==> src/rtl/log_record_deframer_crc32_top_assert.svh <==
// Assertion macros for the log record deframer.
// Included inside the modules that carry concurrent checks; needs a clock and reset in scope.
`ifndef LOG_RECORD_DEFRAMER_CRC32_TOP_ASSERT_SVH
`define LOG_RECORD_DEFRAMER_CRC32_TOP_ASSERT_SVH

// check gated off during reset
`define LRD_ASSERT(label, prop, msg) \
   label: assert property (@(posedge clock) disable iff (reset) prop) else $error(msg);

// check that also holds through reset
`define LRD_ASSERT_ALWAYS(label, prop, msg) \
   label: assert property (@(posedge clock) prop) else $error(msg);

`endif

==> src/rtl/lrd_pkg.sv <==
// Shared types, codes and the CRC-32 byte update for the log record deframer.
// No dependencies.
`timescale 1ns / 1ps

package lrd_pkg;

   localparam logic [31:0] CRC_INIT = 32'hFFFF_FFFF;
   localparam logic [31:0] CRC_POLY = 32'hEDB8_8320;

   localparam logic [2:0] KIND_KEY       = 3'd0;
   localparam logic [2:0] KIND_VALUE     = 3'd1;
   localparam logic [2:0] KIND_GOOD      = 3'd2;
   localparam logic [2:0] KIND_CRC_BAD   = 3'd3;
   localparam logic [2:0] KIND_TRUNCATED = 3'd4;

   localparam logic [1:0] CSR_CHECKPOINT = 2'd0;
   localparam logic [1:0] CSR_PUT_CODE   = 2'd1;
   localparam logic [1:0] CSR_DEL_CODE   = 2'd2;

   localparam int RSP_DATA_W = 152;
   localparam int FIFO_DEPTH = 4;

   typedef struct packed {
      logic [2:0]  kind;
      logic [7:0]  data_byte;
      logic [63:0] sequence_number;
      logic [31:0] transaction_id;
      logic [7:0]  record_type;
      logic        after_checkpoint;
      logic [15:0] key_length;
      logic [15:0] value_length;
      logic        last_of_item;
   } rsp_type;

   function automatic logic [31:0] crc32_byte(input logic [31:0] crc, input logic [7:0] b);
      logic [31:0] c;
      c = crc ^ {24'd0, b};
      for (int i = 0; i < 8; i++) begin
         c = c[0] ? ((c >> 1) ^ CRC_POLY) : (c >> 1);
      end
      return c;
   endfunction

endpackage

==> src/rtl/log_record_deframer_crc32_top.sv <==
// Log record deframer top: byte-serial parse, CRC-32 check and result queue.
// Depends on lrd_pkg and log_record_deframer_crc32_top_assert.svh.
// A result word is written into the result queue at the edge that accepts its byte.
// Input: one byte per cycle while the result queue holds two words or fewer; a byte
// giving two results drains as two words from the four-entry result queue, one per pop.
// Reset: synchronous, active high; clears parser state, registers and the queue.
`timescale 1ns / 1ps

module log_record_deframer_crc32_top (
   input  logic         clock,
   input  logic         reset,
   input  logic         req_tvalid,
   output logic         req_tready,
   input  logic [7:0]   req_tdata,   // [7:0] stream_byte
   input  logic         req_tlast,   // end_of_stream
   output logic         rsp_tvalid,
   input  logic         rsp_tready,
   output logic [151:0] rsp_tdata,   // data_byte, sequence_number, transaction_id,
                                     // record_type, after_checkpoint, key_length,
                                     // value_length, zero pad
   output logic [2:0]   rsp_tuser,   // kind
   output logic         rsp_tlast,   // last_of_item
   input  logic         csr_valid,
   output logic         csr_ready,
   input  logic [1:0]   csr_index,
   input  logic [63:0]  csr_data
);

   typedef enum logic [3:0] {
      PH_CRC, PH_SEQ, PH_TXN, PH_TYPE, PH_PKLEN, PH_PKEY, PH_DKLEN, PH_DKEY, PH_VLEN, PH_VAL
   } phase_type;

   phase_type   phase_ff, phase_in;
   logic [15:0] byte_count_ff, byte_count_in;
   logic [31:0] stored_crc_ff, stored_crc_in;
   logic [31:0] running_crc_ff, running_crc_in;
   logic [63:0] seq_ff, seq_in;
   logic [31:0] txn_ff, txn_in;
   logic [7:0]  type_ff, type_in;
   logic [15:0] key_len_ff, key_len_in;
   logic [15:0] value_len_ff, value_len_in;
   logic        halted_ff, halted_in;

   logic [63:0] checkpoint_ff;
   logic [7:0]  put_code_ff;
   logic [7:0]  del_code_ff;

   lrd_pkg::rsp_type fifo_ff [lrd_pkg::FIFO_DEPTH];
   logic [1:0] wr_ptr_ff, rd_ptr_ff;
   logic [2:0] count_ff;

   logic        accept, pop, done, good, has_data;
   logic [7:0]  b;
   logic [15:0] cnt_inc;
   logic [2:0]  data_kind;
   logic [1:0]  push_n;
   lrd_pkg::rsp_type data_res, end_res, first_res;

   assign b          = req_tdata;
   assign req_tready = (count_ff <= 3'd2);
   assign accept     = req_tvalid & req_tready;
   assign pop        = rsp_tvalid & rsp_tready;
   assign csr_ready  = 1'b1;
   assign cnt_inc    = byte_count_ff + 16'd1;

   always_comb begin
      phase_in       = phase_ff;
      byte_count_in  = byte_count_ff;
      stored_crc_in  = stored_crc_ff;
      seq_in         = seq_ff;
      txn_in         = txn_ff;
      type_in        = type_ff;
      key_len_in     = key_len_ff;
      value_len_in   = value_len_ff;
      done           = 1'b0;
      has_data       = 1'b0;
      data_kind      = lrd_pkg::KIND_KEY;
      running_crc_in = (phase_ff == PH_CRC) ? running_crc_ff
                                            : lrd_pkg::crc32_byte(running_crc_ff, b);
      case (phase_ff)
         PH_CRC: begin
            stored_crc_in = {b, stored_crc_ff[31:8]};
            byte_count_in = cnt_inc;
            if (cnt_inc == 16'd4) begin
               byte_count_in = '0;
               phase_in      = PH_SEQ;
            end
         end
         PH_SEQ: begin
            seq_in        = {b, seq_ff[63:8]};
            byte_count_in = cnt_inc;
            if (cnt_inc == 16'd8) begin
               byte_count_in = '0;
               phase_in      = PH_TXN;
            end
         end
         PH_TXN: begin
            txn_in        = {b, txn_ff[31:8]};
            byte_count_in = cnt_inc;
            if (cnt_inc == 16'd4) begin
               byte_count_in = '0;
               phase_in      = PH_TYPE;
            end
         end
         PH_TYPE: begin
            type_in       = b;
            byte_count_in = '0;
            if (b == put_code_ff) phase_in = PH_PKLEN;
            else if (b == del_code_ff) phase_in = PH_DKLEN;
            else done = 1'b1;
         end
         PH_PKLEN, PH_DKLEN: begin
            key_len_in    = {b, key_len_ff[15:8]};
            byte_count_in = cnt_inc;
            if (cnt_inc == 16'd2) begin
               byte_count_in = '0;
               if (key_len_in != 16'd0) phase_in = (phase_ff == PH_PKLEN) ? PH_PKEY : PH_DKEY;
               else if (phase_ff == PH_PKLEN) phase_in = PH_VLEN;
               else done = 1'b1;
            end
         end
         PH_PKEY, PH_DKEY: begin
            has_data      = 1'b1;
            byte_count_in = cnt_inc;
            if (cnt_inc == key_len_ff) begin
               byte_count_in = '0;
               if (phase_ff == PH_PKEY) phase_in = PH_VLEN;
               else done = 1'b1;
            end
         end
         PH_VLEN: begin
            value_len_in  = {b, value_len_ff[15:8]};
            byte_count_in = cnt_inc;
            if (cnt_inc == 16'd2) begin
               byte_count_in = '0;
               if (value_len_in != 16'd0) phase_in = PH_VAL;
               else done = 1'b1;
            end
         end
         PH_VAL: begin
            has_data      = 1'b1;
            data_kind     = lrd_pkg::KIND_VALUE;
            byte_count_in = cnt_inc;
            if (cnt_inc == value_len_ff) begin
               byte_count_in = '0;
               done          = 1'b1;
            end
         end
         default: begin
            phase_in = PH_CRC;
         end
      endcase

      good = (~running_crc_in == stored_crc_in);

      data_res              = '0;
      data_res.kind         = data_kind;
      data_res.data_byte    = b;
      data_res.last_of_item = ~(done | req_tlast);

      end_res              = '0;
      end_res.last_of_item = 1'b1;
      if (done) begin
         end_res.kind             = good ? lrd_pkg::KIND_GOOD : lrd_pkg::KIND_CRC_BAD;
         end_res.sequence_number  = seq_in;
         end_res.transaction_id   = txn_in;
         end_res.record_type      = type_in;
         end_res.after_checkpoint = (seq_in > checkpoint_ff);
         end_res.key_length       = key_len_in;
         end_res.value_length     = value_len_in;
      end else begin
         end_res.kind = lrd_pkg::KIND_TRUNCATED;
      end

      first_res = has_data ? data_res : end_res;
      push_n    = (accept && !halted_ff) ? ({1'b0, has_data} + {1'b0, done | req_tlast}) : 2'd0;
      halted_in = halted_ff | (accept & (done ? ~good : req_tlast));

      if (done) begin
         phase_in       = PH_CRC;
         byte_count_in  = '0;
         stored_crc_in  = '0;
         running_crc_in = lrd_pkg::CRC_INIT;
         seq_in         = '0;
         txn_in         = '0;
         type_in        = '0;
         key_len_in     = '0;
         value_len_in   = '0;
      end
   end

   always_ff @(posedge clock) begin
      if (reset) begin
         phase_ff       <= PH_CRC;
         byte_count_ff  <= '0;
         stored_crc_ff  <= '0;
         running_crc_ff <= lrd_pkg::CRC_INIT;
         seq_ff         <= '0;
         txn_ff         <= '0;
         type_ff        <= '0;
         key_len_ff     <= '0;
         value_len_ff   <= '0;
         halted_ff      <= 1'b0;
      end else if (accept && !halted_ff) begin
         phase_ff       <= phase_in;
         byte_count_ff  <= byte_count_in;
         stored_crc_ff  <= stored_crc_in;
         running_crc_ff <= running_crc_in;
         seq_ff         <= seq_in;
         txn_ff         <= txn_in;
         type_ff        <= type_in;
         key_len_ff     <= key_len_in;
         value_len_ff   <= value_len_in;
         halted_ff      <= halted_in;
      end
   end

   always_ff @(posedge clock) begin
      if (reset) begin
         checkpoint_ff <= '0;
         put_code_ff   <= 8'd1;
         del_code_ff   <= 8'd2;
      end else if (csr_valid) begin
         case (csr_index)
            lrd_pkg::CSR_CHECKPOINT: checkpoint_ff <= csr_data;
            lrd_pkg::CSR_PUT_CODE:   put_code_ff   <= csr_data[7:0];
            lrd_pkg::CSR_DEL_CODE:   del_code_ff   <= csr_data[7:0];
            default: ;
         endcase
      end
   end

   // result queue: up to two words in, one word out per cycle while rsp_tready is high
   always_ff @(posedge clock) begin
      if (push_n != 2'd0) fifo_ff[wr_ptr_ff] <= first_res;
      if (push_n == 2'd2) fifo_ff[wr_ptr_ff + 2'd1] <= end_res;
   end

   always_ff @(posedge clock) begin
      if (reset) begin
         wr_ptr_ff <= '0;
         rd_ptr_ff <= '0;
         count_ff  <= '0;
      end else begin
         wr_ptr_ff <= wr_ptr_ff + push_n;
         rd_ptr_ff <= rd_ptr_ff + {1'b0, pop};
         count_ff  <= count_ff + {1'b0, push_n} - {2'b0, pop};
      end
   end

   assign rsp_tvalid = (count_ff != 3'd0);
   assign rsp_tuser  = fifo_ff[rd_ptr_ff].kind;
   assign rsp_tlast  = fifo_ff[rd_ptr_ff].last_of_item;
   assign rsp_tdata  = {7'd0,
                        fifo_ff[rd_ptr_ff].value_length,
                        fifo_ff[rd_ptr_ff].key_length,
                        fifo_ff[rd_ptr_ff].after_checkpoint,
                        fifo_ff[rd_ptr_ff].record_type,
                        fifo_ff[rd_ptr_ff].transaction_id,
                        fifo_ff[rd_ptr_ff].sequence_number,
                        fifo_ff[rd_ptr_ff].data_byte};

`include "log_record_deframer_crc32_top_assert.svh"

   `LRD_ASSERT(a_count_bound, count_ff <= 3'd4, "result queue overflow")
   `LRD_ASSERT(a_halt_sticky, halted_ff |=> halted_ff, "halt cleared without reset")
   `LRD_ASSERT(a_halt_silent, halted_ff |-> push_n == 2'd0, "result pushed while halted")
   `LRD_ASSERT(a_record_restart, (accept && !halted_ff && done) |=>
      (phase_ff == PH_CRC && byte_count_ff == 16'd0), "record end did not restart parser")
   `LRD_ASSERT(a_push_room, (push_n != 2'd0) |-> count_ff <= 3'd2,
      "push without room for two words")

endmodule

==> config.mk <==
export PLATFORM = sky130hd
export DESIGN_NAME = log_record_deframer_crc32_top
export DESIGN_NICKNAME = d
export VERILOG_FILES = /design/src/rtl/lrd_pkg.sv /design/src/rtl/log_record_deframer_crc32_top.sv
export VERILOG_INCLUDE_DIRS = /design/src /design/src/rtl
export SDC_FILE = /design/constraint.sdc
export NUM_CORES = 2
export LEC_CHECK = 0
export ABC_AREA = 1
export BUFFER_PORTS_ARGS = -buffer_cell sky130_fd_sc_hd__buf_2
export CAP_MARGIN = 40
export CORE_AREA = 2 2 363 365
export DETAILED_ROUTE_END_ITERATION = 8
export DIE_AREA = 0 0 365 367
export SETUP_SLACK_MARGIN = 0.1
export SKIP_CTS_REPAIR_TIMING = 1
export SLEW_MARGIN = 20
export SYNTH_ARGS = -nofsm -noshare
export SYNTH_HDL_FRONTEND = slang
export SYNTH_SLANG_ARGS = --single-unit
==> constraint.sdc <==
create_clock -name clock -period 23.1 [get_ports clock]
set_input_delay 0 -clock clock [delete_from_list [all_inputs] [get_ports clock]]
set_output_delay 0 -clock clock [all_outputs]
set_load 0.1 [all_outputs]
# --- Word-level counts from Yosys, hierarchy flattened ---
# Memory sizes are Yosys's and may differ from the RTL's. A register that Yosys moved wholly into a read port is not among the register bits.
# Cells that the tools add are included.
classes:
  reduce_logical: 19
  mux: 68
  bitwise_logic: 17
  n_eq_ne: 31
  magnitude_cmp: 2
  n_addsub: 7
op_table:
  columns: ["operator", "count"]
  rows:
  - ["2-to-1 mux 32 bit", 14]
  - ["2-to-1 mux 16 bit", 10]
  - ["2-to-1 mux 149 bit", 1]
  - ["2-to-1 mux 137 bit", 1]
  - ["2-to-1 mux 64 bit", 2]
  - ["inverter 13 -> 14 bit", 8]
  - ["case mux 16 bit (6 select lines)", 1]
  - ["> comparator 64 bit", 1]
  - ["2-to-1 mux 4 bit", 13]
  - ["equality test 16 bit", 2]
  - ["equality test 32 bit", 1]
  - ["inverter 32 bit", 1]
  - ["case mux 4 bit (8 select lines)", 1]
  - ["nonzero test 16 bit", 2]
  - ["XOR 32 x 8 -> 32 bit", 1]
  - ["inequality test 3 bit (second input constant)", 7]
  - ["2-to-1 mux 1 bit", 18]
  - ["adder 16 x 1 -> 16 bit (second input constant)", 1]
  - ["equality test 16 x 2 -> 1 bit (second input constant)", 1]
  - ["equality test 16 x 3 -> 1 bit (second input constant)", 1]
  - ["equality test 16 x 4 -> 1 bit (second input constant)", 1]
  - ["equality test 4 x 3 -> 1 bit (second input constant)", 4]
  - ["equality test 8 bit", 2]
  - ["2-to-1 mux 8 bit", 2]
  - ["other kinds (32)", 48]
totals:
  ram_bits: 596
  regBits: 308
  mem_count: 1
  input_bits: 80
mem_list:
  columns: ["name", "words", "width", "rd", "rd_ports_with_merged_regs", "wr", "line", "text"]
  rows:
  - ["fifo_ff", 4, 149, 1, 1, 2, "log_record_deframer_crc32_top.sv:48", "lrd_pkg::rsp_type fifo_ff [lrd_pkg::FIFO_DEPTH];"]

# --- Logic depth before layout (Yosys ltp) ---
depth:
  ltp_word: 24
  ltp_mapped: 33
  depth_no_buf: 28

# --- Least setup slack after synthesis ---
# OpenSTA, ideal clock, no wires.
synth_path:
  path_type: "reg2reg"
  from: "reg byte_count_ff[1]"
  to: "mem fifo_ff[1][138] (netlist name)"
  n_path_buf: 3
  setup_ps: 126
  path_slack_ps: 15874
  arrival_ps: 7100
  path_stages_with_launch: 28
  path_cell_list: "dfxtp_1 > ha_1 > nand2_1 > nor2_4 > nand3_2 > nand2_1 > nand2_1 > nand3_1 > nor2_1 > nand2_2 > nor2_2 > nand3_2 > nand2_4 > nor2_8 > buf_6 > buf_6 > buf_4 > nand2_1 > ha_1 > inv_1 > nor2_1 > nor2_1 > nor3_1 > inv_1 > nand2_1 > inv_1 > nand2_1 > o21ai_0"
synth_lines:
  columns: ["element", "line", "text"]
  rows:
  - ["start, declared", "log_record_deframer_crc32_top.sv:34", "logic [15:0] byte_count_ff, byte_count_in;"]
  - ["start signal, assigned", "log_record_deframer_crc32_top.sv:206", "byte_count_ff <= byte_count_in;"]
  - ["end, declared", "log_record_deframer_crc32_top.sv:48", null]

==> flow_metrics.py <==
metrics = {
    "synth": {
        "ys_warn_count": 0,
        "synth_edf_count": 560,
        "synth.area.top_cells": "edfxtp_1, dfxtp_1, nand2_1",
        "synth_top_family_by_area": "simple AND/OR/NAND/NOR gates",
        "syn_area_um2": 45300,
        "synth_cells": 5380,
        "seq_area_frac_synth": 0.5232,
        "ys_types": 60,
        "ys_async_sr_fraction": 0,
        "yosys_register_bits": 904,
        "yosys_most_used_dff": "edfxtp_1",
        "synthMuxAreaShare": 0.0002210,
        "synth-compound-area-share": 0.1471,
        "synthAdderAreaFrac": 0.02088,
        "synth-simple-area-share": 0.2256,
        "syn_avg_cell_area_um2": 8.420,
        "synth-xor-area-share": 0.005828,
        "yosysTopAreaCell": "edfxtp_1",
        "synth_top_area_share": 0.3712,
    },
    "setup_path": {
        "crit_family": "buffers and inverters",
        "crit_buf_inv": 6,
        "worst_path_most_repeated_cell": "nor2_1",
        "critical-path-max-stage-delay_ns": 0.75,
        "cp_max_fo": 61,
        "criticalPathCategory": "reg2reg",
        "startpoint_type": "register",
        "reg2reg_slack_ns": 16.80,
        "cp_slowest_cell": "buf_4",
        "arrival_ns": 6.72,
        "cp.required_ns": 23.52,
        "endpoint_kind": "register",
    },
    "global_route": {
        "grt_remaining_overflow": 0,
        "met2_usage": 0.3170,
        "top_usage_layer": "met2",
        "grt_first_pass_wirelength_um": 212100,
        "grt_max_degree": 118,
        "met1_usage": 0.2907,
        "grt_antenna_before_repair": 6,
        "met3_usage": 0.03576,
        "track_usage": 0.2050,
        "grt_pass1_vias": 34543,
    },
    "place": {
        "gp_congestion": 0.8876,
        "portBuffers": 230,
        "dpl.hpwl_um": 92650,
        "placed_area_um2": 48040,
        "dpl.cell_count": 7123,
    },
    "sta": {
        "max_freq_ghz": 0.1587,
        "setup_violations": 0,
        "fin_skew_ns": 0.07019,
        "worst_slew_pin_slew_ns": 0.9485,
        "fin_crit_sh": 0.2728,
        "hold_violations": 9,
        "holdWs_ns": -0.04861,
        "rsz0062_at_grt": "false",
        "slew_headroom": 0.3610,
        "slew_viol_final": 0,
        "setup-tns-final_ns": 0,
        "fin_crit_ns": 6.302,
    },
    "clock_tree": {
        "clk_path_buf_depth": 3,
        "htreeDepth": 3,
        "tritoncts": "built",
        "tritoncts.num_buffers": 96,
        "clkTransAtPathRegs_ns": 0.06,
        "cts_sinks": 904,
        "clock_latency_ns": 0.74,
        "clockRootBuffer": "clkbuf_16",
    },
    "worst_hold_path": {
        "hold_path_class": "in2reg",
    },
    "pwr": {
        "ir_drop_mv": 0.1251,
        "leakagePower_nw": 18.89,
        "power_density_nw_per_um2": 113.4,
        "p_total_mw": 5.938,
    },
    "final_layout": {
        "syn_to_final_growth_pct": 15.57,
        "design_area_um2": 52360,
        "fin_nets": 5714,
        "drive_above_1_share": 0.1345,
        "instances_no_fill": 7400,
    },
    "flow_run": {
        "max_cap_viol_count": 0,
    },
    "drt": {
        "ant_nets": 0,
        "wire_per_inst_um": 19.13,
        "num_vias": 37708,
        "dr.first_iter.drc_count": 3628,
        "finalWirelength_um": 141600,
        "via_per_inst": 5.096,
        "drc": 0,
        "drt_first_pass_iters": 5,
    },
    "floorplanning": {
        "dieArea_um2": 134000,
        "fp-row-count": 133,
        "num_io_pins": 239,
        "die_w_um": 365,
        "core_um2": 130500,
        "start_util": 0.3472,
        "die_h_um": 367,
    },
    "status": {
        "violations": "negative hold slack",
        "status": "finished with violations",
    },
}
[cells in the final DEF (no fill, tap or decap), types with 59 or more instances in the layout]
master           n
edfxtp_1       560
a21oi_1        256
dfxtp_1        342
nand3_2        105
nor2_1         981
ha_1            74
a21oi_2         88
inv_1          450
buf_2          252
nand2_1        981
o22ai_1        148
clkbuf_16       97
nand3_1        186
dlygate4sd3_1   84
o21a_1          59
o21ai_0        593
[report_power, final]
part           internal (mW)  switching, mW  total [mW]
Sequential              1.80         0.0614        1.86
Combinational          0.438           2.01        2.45
Clock                  0.932          0.698        1.63
Total                   3.17           2.77        5.94
[sequential cells by signal, summed over array words and instances, names as in the netlist]
name            flops
running_crc_ff     32
wr_ptr_ff           2
key_len_ff         16
fifo_ff           596
txn_ff             32
phase_ff            4
count_ff            3
checkpoint_ff      64
del_code_ff         8
rd_ptr_ff           2
stored_crc_ff      32
seq_ff             64
put_code_ff         8
halted_ff           1
value_len_ff       16
byte_count_ff      16
type_ff             8
[routing by layer]
metal  up-vias  share of wire
met1     18044           0.45
met3       196          0.073
met5         -              0
met2      1185           0.45
li1      18283              -
met4         0          0.030
[synthesized netlist by cell type (13+ instances only)]
cell / number
o22ai_1: 148
nor2_1: 984
dfxtp_1: 344
clkbuf_1: 228
nand2_1: 986
o21a_1: 59
inv_2: 13
a21oi_1: 256
buf_6: 21
nand3_2: 105
xor2_1: 13
inv_1: 452
o21ai_0: 593
ha_1: 74
nand4_1: 28
nand2_2: 17
nor3_1: 17
buf_1: 27
buf_4: 16
edfxtp_1: 560
a21oi_2: 88
buf_2: 33
nand3_1: 187
[metrics by stage]
step	util	worst slack, ns
6_report	0.4013	16.80
5_1_grt	0.4013	16.19
4_1_cts	0.3938	16.52
3_5_place_dp	0.3682	16.55
3_3_place_gp	0.3635	16.59
2_1_floorplan	-	15.87
[worst register-to-register path: cells and delay by family, from the launching register on]
kind | cells | cell delay (ns)
AOI/OAI and AO/OA | 1 | 0.13
adders and majority gates | 2 | 0.71
buffers and inverters | 6 | 2.30
DFF | 1 | 0.65
and+or+nand+nor | 18 | 2.23
[cell type report]
cell class / instances / area, µm²
Tap cell: 1755 / 2196
Clock inverter: 61 / 738.2
Multi-Input combinational cell: 3669 / 18190
Inverter: 476 / 1817
Fill cell: 13055 / 78110
Antenna cell: 2 / 5.005
Clock buffer: 121 / 2597
Sequential cell: 904 / 23710
Timing Repair Buffer: 412 / 3098
[final timing paths]
path | from | to | cells after the start
worst min-delay path | csr_valid | put_code_ff[3] | 6
worst max register to register | byte_count_ff[0] | fifo_ff[1][95] | 27
worst max-delay path | byte_count_ff[0] | fifo_ff[1][95] | 27
worst min register to register | fifo_ff[1][141] | fifo_ff[1][141] | 2
[cell families (layout without fill, tap and decap cells)]
family / Yosys count / count (layout)
xor gates and xnor gates: 27 / 27
DFF: 904 / 904
other: 2 / 10
buffers and inverters: 813 / 1070
muxes: 1 / 1
adders and majority gates: 75 / 75
and+or+nand+nor: 2380 / 2380
AOI/OAI and AO/OA: 1178 / 1178
Power figures use the tool's default switching activity.
